$ cat src/hw/rtl/lzsd_pkg.sv
// Shared types and constants of the LZSS window decompressor.
package lzsd_pkg;

    localparam int WIN_AW    = 12;
    localparam int WIN_DEPTH = 1 << WIN_AW;

    localparam logic [WIN_AW-1:0] POS_OFFSET = 12'd18;
    localparam logic [4:0]        LEN_OFFSET = 5'd3;

    // Parser phase of the compressed format.
    typedef enum logic [2:0] {
        PH_FLAG   = 3'b001,
        PH_TOKEN  = 3'b010,
        PH_MATCH2 = 3'b100
    } lzsd_phase_t;

    // One output byte issued by the sequencer toward the window.
    typedef struct packed {
        logic              valid;
        logic              rd;
        logic              wr;
        logic [7:0]        data;
        logic              byte_valid;
        logic              last_item;
        logic              eos;
        logic [WIN_AW-1:0] rd_addr;
    } lzsd_op_t;

    // One finished result leaving the window stage.
    typedef struct packed {
        logic       valid;
        logic [7:0] data;
        logic       byte_valid;
        logic       last_item;
        logic       eos;
    } lzsd_res_t;

endpackage

$ cat src/hw/rtl/lzsd_seq.sv
// Token parser and per-byte sequencer that issues window operations.
module lzsd_seq (
    input  logic             aclk,
    input  logic             aresetn,
    input  logic             s_tvalid,
    input  logic [7:0]       s_tdata,
    input  logic             s_tlast,
    output logic             s_tready,
    input  logic             cfg_mode,
    input  logic             advance,
    output lzsd_pkg::lzsd_op_t op
);
    import lzsd_pkg::*;

    lzsd_phase_t       phase_reg, phase_next;
    logic [7:0]        flag_reg, flag_next;
    logic [2:0]        tok_reg, tok_next;
    logic [7:0]        held_reg, held_next;
    logic              first_reg, first_next;
    logic              mode_reg, mode_next;

    logic              busy_reg, busy_next;
    logic [4:0]        rem_reg, rem_next;
    logic [WIN_AW-1:0] addr_reg, addr_next;
    logic [7:0]        imm_a_reg, imm_a_next;
    logic [7:0]        imm_b_reg, imm_b_next;
    logic              copy_reg, copy_next;
    logic              wr_reg, wr_next;
    logic              bv_reg, bv_next;
    logic              eos_reg, eos_next;

    logic              accept;
    logic              fire;
    logic              mode_eff;
    logic [2:0]        tok_inc;
    logic              job_load;

    assign fire     = busy_reg && advance;
    assign s_tready = !busy_reg || (fire && rem_reg == 5'd1);
    assign accept   = s_tvalid && s_tready;
    assign mode_eff = first_reg ? cfg_mode : mode_reg;
    assign tok_inc  = tok_reg + 3'd1;

    assign op.valid      = busy_reg;
    assign op.rd         = copy_reg;
    assign op.wr         = wr_reg;
    assign op.data       = imm_a_reg;
    assign op.byte_valid = bv_reg;
    assign op.last_item  = (rem_reg == 5'd1);
    assign op.eos        = (rem_reg == 5'd1) && eos_reg;
    assign op.rd_addr    = addr_reg;

    always_comb begin
        phase_next = phase_reg;
        flag_next  = flag_reg;
        tok_next   = tok_reg;
        held_next  = held_reg;
        first_next = first_reg;
        mode_next  = mode_reg;
        busy_next  = busy_reg;
        rem_next   = rem_reg;
        addr_next  = addr_reg;
        imm_a_next = imm_a_reg;
        imm_b_next = imm_b_reg;
        copy_next  = copy_reg;
        wr_next    = wr_reg;
        bv_next    = bv_reg;
        eos_next   = eos_reg;
        job_load   = 1'b0;

        if (fire) begin
            rem_next   = rem_reg - 5'd1;
            addr_next  = addr_reg + 1'b1;
            imm_a_next = imm_b_reg;
            if (rem_reg == 5'd1) begin
                busy_next = 1'b0;
            end
        end

        if (accept) begin
            copy_next  = 1'b0;
            wr_next    = 1'b0;
            bv_next    = 1'b1;
            eos_next   = 1'b0;
            rem_next   = 5'd1;
            imm_a_next = s_tdata;
            imm_b_next = s_tdata;
            if (first_reg) begin
                mode_next  = cfg_mode;
                first_next = 1'b0;
            end

            if (mode_eff) begin
                case (phase_reg)
                    PH_TOKEN: begin
                        if (flag_reg[tok_reg]) begin
                            job_load   = 1'b1;
                            wr_next    = 1'b1;
                            tok_next   = tok_inc;
                            phase_next = (tok_inc == 3'd0) ? PH_FLAG : PH_TOKEN;
                        end else begin
                            held_next  = s_tdata;
                            phase_next = PH_MATCH2;
                        end
                    end
                    PH_MATCH2: begin
                        job_load   = 1'b1;
                        copy_next  = 1'b1;
                        wr_next    = 1'b1;
                        rem_next   = {1'b0, s_tdata[3:0]} + LEN_OFFSET;
                        addr_next  = {s_tdata[7:4], held_reg} + POS_OFFSET;
                        tok_next   = tok_inc;
                        phase_next = (tok_inc == 3'd0) ? PH_FLAG : PH_TOKEN;
                    end
                    default: begin
                        flag_next  = s_tdata;
                        tok_next   = 3'd0;
                        phase_next = PH_TOKEN;
                    end
                endcase
            end else if (first_reg) begin
                // The first pass-through byte waits for the second one.
                held_next = s_tdata;
            end else begin
                job_load = 1'b1;
                if (phase_reg == PH_FLAG) begin
                    imm_a_next = held_reg;
                    rem_next   = 5'd2;
                    phase_next = PH_TOKEN;
                end
            end

            if (s_tlast) begin
                if (!job_load) begin
                    job_load   = 1'b1;
                    imm_a_next = 8'd0;
                    bv_next    = 1'b0;
                end
                eos_next   = 1'b1;
                phase_next = PH_FLAG;
                flag_next  = 8'd0;
                tok_next   = 3'd0;
                held_next  = 8'd0;
                first_next = 1'b1;
            end
            busy_next = job_load;
        end
    end

    always_ff @(posedge aclk) begin
        if (!aresetn) begin
            phase_reg <= PH_FLAG;
            flag_reg  <= 8'd0;
            tok_reg   <= 3'd0;
            held_reg  <= 8'd0;
            first_reg <= 1'b1;
            mode_reg  <= 1'b1;
            busy_reg  <= 1'b0;
            rem_reg   <= 5'd0;
        end else begin
            phase_reg <= phase_next;
            flag_reg  <= flag_next;
            tok_reg   <= tok_next;
            held_reg  <= held_next;
            first_reg <= first_next;
            mode_reg  <= mode_next;
            busy_reg  <= busy_next;
            rem_reg   <= rem_next;
        end
    end

    always_ff @(posedge aclk) begin
        addr_reg  <= addr_next;
        imm_a_reg <= imm_a_next;
        imm_b_reg <= imm_b_next;
        copy_reg  <= copy_next;
        wr_reg    <= wr_next;
        bv_reg    <= bv_next;
        eos_reg   <= eos_next;
    end

`ifndef NO_ASSERTIONS
    a_job_held_in_stall: assert property (@(posedge aclk) disable iff (!aresetn)
        (busy_reg && !advance) |=> (busy_reg && $stable(rem_reg)))
        else $error("pending output job changed while the output stalled");

    a_job_has_bytes: assert property (@(posedge aclk) disable iff (!aresetn)
        busy_reg |-> (rem_reg != 5'd0))
        else $error("busy sequencer with no byte left to issue");

    a_last_restarts: assert property (@(posedge aclk) disable iff (!aresetn)
        (accept && s_tlast) |=> (first_reg && phase_reg == PH_FLAG && busy_reg))
        else $error("stream end did not restart the parser");
`endif

endmodule

$ cat config.mk
export PLATFORM = sky130hd
export DESIGN_NAME = lzsd_seq
export DESIGN_NICKNAME = d
export VERILOG_FILES = /design/src/hw/rtl/lzsd_pkg.sv /design/src/hw/rtl/lzsd_seq.sv
export SDC_FILE = /design/constraint.sdc
export NUM_CORES = 1
export LEC_CHECK = 0
export BUFFER_PORTS_ARGS = -buffer_cell sky130_fd_sc_hd__buf_2
export CAP_MARGIN = 0
export CELL_PAD_IN_SITES_DETAIL_PLACEMENT = 0
export CELL_PAD_IN_SITES_GLOBAL_PLACEMENT = 2
export CORE_MARGIN = 2
export CORE_UTILIZATION = 38
export CTS_BUF_LIST = sky130_fd_sc_hd__clkbuf_4
export CTS_CLUSTER_SIZE = 10
export DETAILED_ROUTE_END_ITERATION = 16
export GPL_ROUTABILITY_DRIVEN = 0
export PLACE_DENSITY = 0.91
export SLEW_MARGIN = 20
export SYNTH_ARGS = -nofsm -noshare
export SYNTH_HDL_FRONTEND = slang
export SYNTH_SLANG_ARGS = --single-unit
$ cat constraint.sdc
create_clock -name aclk -period 2.06 [get_ports aclk]
set_input_delay 0.103 -clock aclk [delete_from_list [all_inputs] [get_ports aclk]]
set_output_delay 0.103 -clock aclk [all_outputs]
set_load 0.01 [all_outputs]
### After elaboration in Yosys (flattened, before gate mapping)

Index checks and enable logic that the tools add are counted.

* flip-flop bits (word level): 62
* input port bits: 14
* output and inout port bits: 27
* logic and storage cells: 99

* add/sub/neg operators: 5
* magnitude comparators: 1
* eq/ne operators: 9
* mux-type cells: 51
* reduce and logical (&&, ||, !) cells: 18

Operator list (number)
* $mux 8: 15
* $mux 12: 4
* $mux 3: 8
* $mux 5: 4
* $mux 1: 13
* $add 12x1->12 const B: 1
* $add 12x5->12 const B: 1
* $pmux 3 s2: 2
* $reduce_and 3->1: 3
* $mux 2: 3
* $ne 3x2->1 const B: 2
* $ne 3x3->1 const B: 2
* $reduce_bool 2->1: 3
* $reduce_bool 3->1: 2
* $add 4x2->5 const B: 1
* $eq 5x1->1 const B: 1
* $sub 5x1->5 const B: 1
* $logic_and 1x1->1: 4
* $lt 3x4->1 const B: 1
* $reduce_and 4->1: 1
* $add 3x1->3 const B: 1
* $bmux 1 s3: 1
* $eq 3x1->1 const B: 1
* $eq 3x2->1 const B: 1
* other kinds (8): 8

### Logic depth before layout (Yosys ltp)

* word-level depth: 9
* gate-level depth with buffers: 9
* gate-level depth less buffers: 8

### Worst setup path before layout

Ideal clock, no wire load.

* path kind: register -> register
* from: register rem_reg[1]
* to: register held_reg[0]
* setup time: 0.117 ns
* arrival time: 1.786 ns
* data required time: 1.943 ns
* path slack: 0.157 ns
* stages on the path, launching flop included: 9
* buffers on the path: 1
* clock period less this slack: 1.903 ns
* cells stage by stage: dfxtp_1 > inv_1 > ha_1 > nor4b_4 > a31oi_4 > inv_1 > buf_4 > o31ai_2 > a32o_1

RTL lines
* start, declared: line lzsd_seq.sv:23 `logic [4:0] rem_reg, rem_next;`
* start signal, assigned: line lzsd_seq.sv:168 `rem_reg <= rem_next;`
* end signal, assigned: line lzsd_seq.sv:164 `held_reg <= held_next;`
* end, declared: line lzsd_seq.sv:18 `logic [7:0] held_reg, held_next;`

### Worst setup path after layout

* from: register phase_reg[0]
* to: register imm_a_reg[6] (data pin)

* cells in the longest elaborated chain, start to end: 7
* elaborated cells on any way between the ends: 12
* classes of those cells: eq/ne (3); mux (9)

Ends and longest elaborated chain
* start, declared: line lzsd_seq.sv:15 `lzsd_phase_t phase_reg, phase_next;`
* start signal, assigned: line lzsd_seq.sv:161 `phase_reg <= phase_next;`
* $eq 3x3->1 (tied with other cells): line lzsd_seq.sv:94 `case (phase_reg)`
* $pmux 1 s2 or $mux 8 (tied branches): line lzsd_seq.sv:94, lzsd_seq.sv:126
* $mux 1 or $mux 8 (tied branches): line lzsd_seq.sv:93, lzsd_seq.sv:121
* $mux 1 or $mux 8 (tied branches): line lzsd_seq.sv:80, lzsd_seq.sv:93
* $mux 8: line lzsd_seq.sv:134 `if (!job_load) begin`
* $mux 8 *: line lzsd_seq.sv:133 `if (s_tlast) begin`
* $mux 8 *: line lzsd_seq.sv:80 `if (accept) begin`
* named net imm_a_next[6]: line lzsd_seq.sv:25 `logic [7:0] imm_a_reg, imm_a_next;`
* end signal, assigned: line lzsd_seq.sv:174 `imm_a_reg <= imm_a_next;`
* end, declared: line lzsd_seq.sv:25

The timed path passes the listed nets; every way through them passes the cells marked *. The select of a mux whose other input is x is not followed.
A chain may end at the register's enable or synchronous reset.

==> out/summary.txt <==
Status: completed
DRC viols: 0
GR Overflow Total: 0
RSZ-0062 raised after global routing: false
Fin nets: 410
CTS HTree Levels: 3
Root buffer cell: clkbuf_4
GRT Util Overall: 16.3%
Final ANT Viol Nets: 0
CTS tree: done
Ys Warns: 0
Syn Nets: 358
Power Dens Cells: 760 nW/um^2
Top cells by area, synth: dfxtp_1, edfxtp_1, mux2i_1, nand2_1, xnor2_1
Biggest area consumer among synthesized cells: dfxtp_1
Largest net degree at the start of global routing: 23
Worst hold path type: input pin to flip-flop
Top_reg_cell synth: dfxtp_1
Final Critical Period: 1.95 ns
Peak supply drop: 0.318 mV
Full die area: 9480 sq um
Crit path launch type: flip-flop
Crit end category: flip-flop
HPWL Detailed: 5480 um
Max FFs per register: 12
DRT Pass-1 Iters: 4
Relative slew margins: 66.8%
Mapped Area: 3310 sq um
Worst hold path startpoint: s_tdata[2]
Worst-Margin Slew: 0.498 ns
F_max: 514 MHz
Share of cells above drive strength 1: 24.2%
Area after DPL: 3620 sq um
Synth-to-Final Area Change: 17.1%
Clk buf depth: 2
Worst-Skew Late Latency: 0.40 ns
Vias per cell: 5.31
Cells after synthesis: 336
R2R Path Start: phase_reg[0]
1st-iter DRT viols: 106
Layout Cell Area excl Fill: 3880 sq um
Final Hold Slack: 0.0319 ns
CP max FO: 10
Die Height: 97.4 um
Wire length per cell: 15.0 um
Core area: 8590 sq um
Most common cell after layout, fill and taps aside: buf_2
WP data required: 2.26 ns
Seq cells post-synth: 62
Count of final setup violators: 0
Clock sink count: 62
Die width: 97.4 um
Max-slew violation count: 0
Starting Density: 38.6%
Crit path DAT: 2.14 ns
Top-Level Pins: 41
Seq/Total Area, Yosys: 43.5%
Crit Path Category: flip-flop to flip-flop
Post-synth top area share: 25.4%
Critical Path Start: phase_reg[0]
Most frequent cells in the layout: buf_2, dfxtp_1, nand2_1, nor2_1, edfxtp_1
Synth cell types: 58
Total Wirelength: 7530 um
First-pass GRT wire length: 12,400 um
Vias in the first global route: 2,506
FFs w/ async S/R, synth: 0%
Clock buffer count from CTS: 9
Initial antenna violation count: 0
Final setup TNS: 0 ns
IO buf count: 40
P_leak: 0.00154 uW
Final Hold Fails: 0
Total Power: 2950 uW
Max-cap viol count: 0
Antenna cell count: 0
Core Rows: 34
Post-synth EDFFs: 20
Utilization after layout: 45.2%
Via count: 2,658
Clk_skew: 0.0209 ns
Worst-path clk slew: 0.10 ns
Tcrit/Tclk final: 94.5%
Avg Synthesized Cell Area: 9.86 sq um
-- synth_stat cells (3+ instances only) --
cell type and count:
nand3_1 8, clkbuf_1 4, and2_1 4, inv_1 14, nor2b_1 4, xor2_1 9
xnor2_1 14, and3_1 4, buf_4 8, buf_2 5, nor3_1 5, mux2i_1 17
buf_6 3, o31ai_1 8, dfxtp_1 42, nand2_1 37, or2_2 3, ha_1 8
edfxtp_1 20, o21ai_0 13, a32o_1 10, a21oi_1 15, nand4_1 4, a22oi_1 10
nor2_1 24, nand3b_1 3
-- report_power, final --
part | leakage [uW] | switching [uW] | internal, uW
registers | 0.000541 | 84.3 | 1370
logic | 0.000914 | 300 | 238
clock network | 0.0000844 | 450 | 505
total | 0.00154 | 834 | 2110
-- layer usage --
layer	wire length, um	global-route usage (%)
met1	3440	21.4
met4	70	6.84
met2	3730	26.7
met3	285	2.66
met5	0	0
-- stage by stage --
stage,std cells,setup slack (ns)
finish,501,0.114
global route,501,0.0208
CTS,499,0.0262
detailed placement,476,-0.0265
global placement,476,0.0432
floorplan,336,0.157
-- cell type report --
| class | instances | area (sq um) |
|---|---|---|
| repair buffers | 62 | 395 |
| clock buffers | 10 | 75.1 |
| inverters | 14 | 52.6 |
| clock inverters | 6 | 85.1 |
| flip-flops and latches | 62 | 1450 |
| well taps | 108 | 135 |
| fillers | 880 | 4710 |
| multi-input cells | 239 | 1690 |
-- path summary, 6_finish.rpt --
kind              cells past startpoint  slack, ns      endpoint
setup / recovery                      4       0.11  imm_a_reg[6]
hold reg to reg                       2       0.46    rem_reg[1]
setup reg to reg                      4       0.11  imm_a_reg[6]
hold / removal                        1       0.03  imm_b_reg[2]
-- critical path: stages (launching register included) --
cell,delay (ns)
dfxtp_1,0.45
or3b_1,0.40
or2_2,0.43
mux2i_1,0.18
o31ai_2,0.29
-- cells by family (layout without fill, tap and decap cells) --
logic type	Yosys count	count (layout)	synth area share (%)
AOI/OAI and AO/OA	78	78	17.5
xor gates and xnor gates	23	23	6.08
adders and majority gates	8	8	3.02
buffers and inverters	35	92	5.74
DFF	62	62	43.5
muxes	20	20	6.23
and+or+nand+nor	110	110	17.9
-- timing repair --
action	CTS	global route
hold endpoints to repair	8	0
endpoints found under the setup margin	2	19
gates resized for setup	3	3
pin swaps	0	2
setup buffers	0	2
hold buffers	7	0
(Power assumes the default switching activity.)
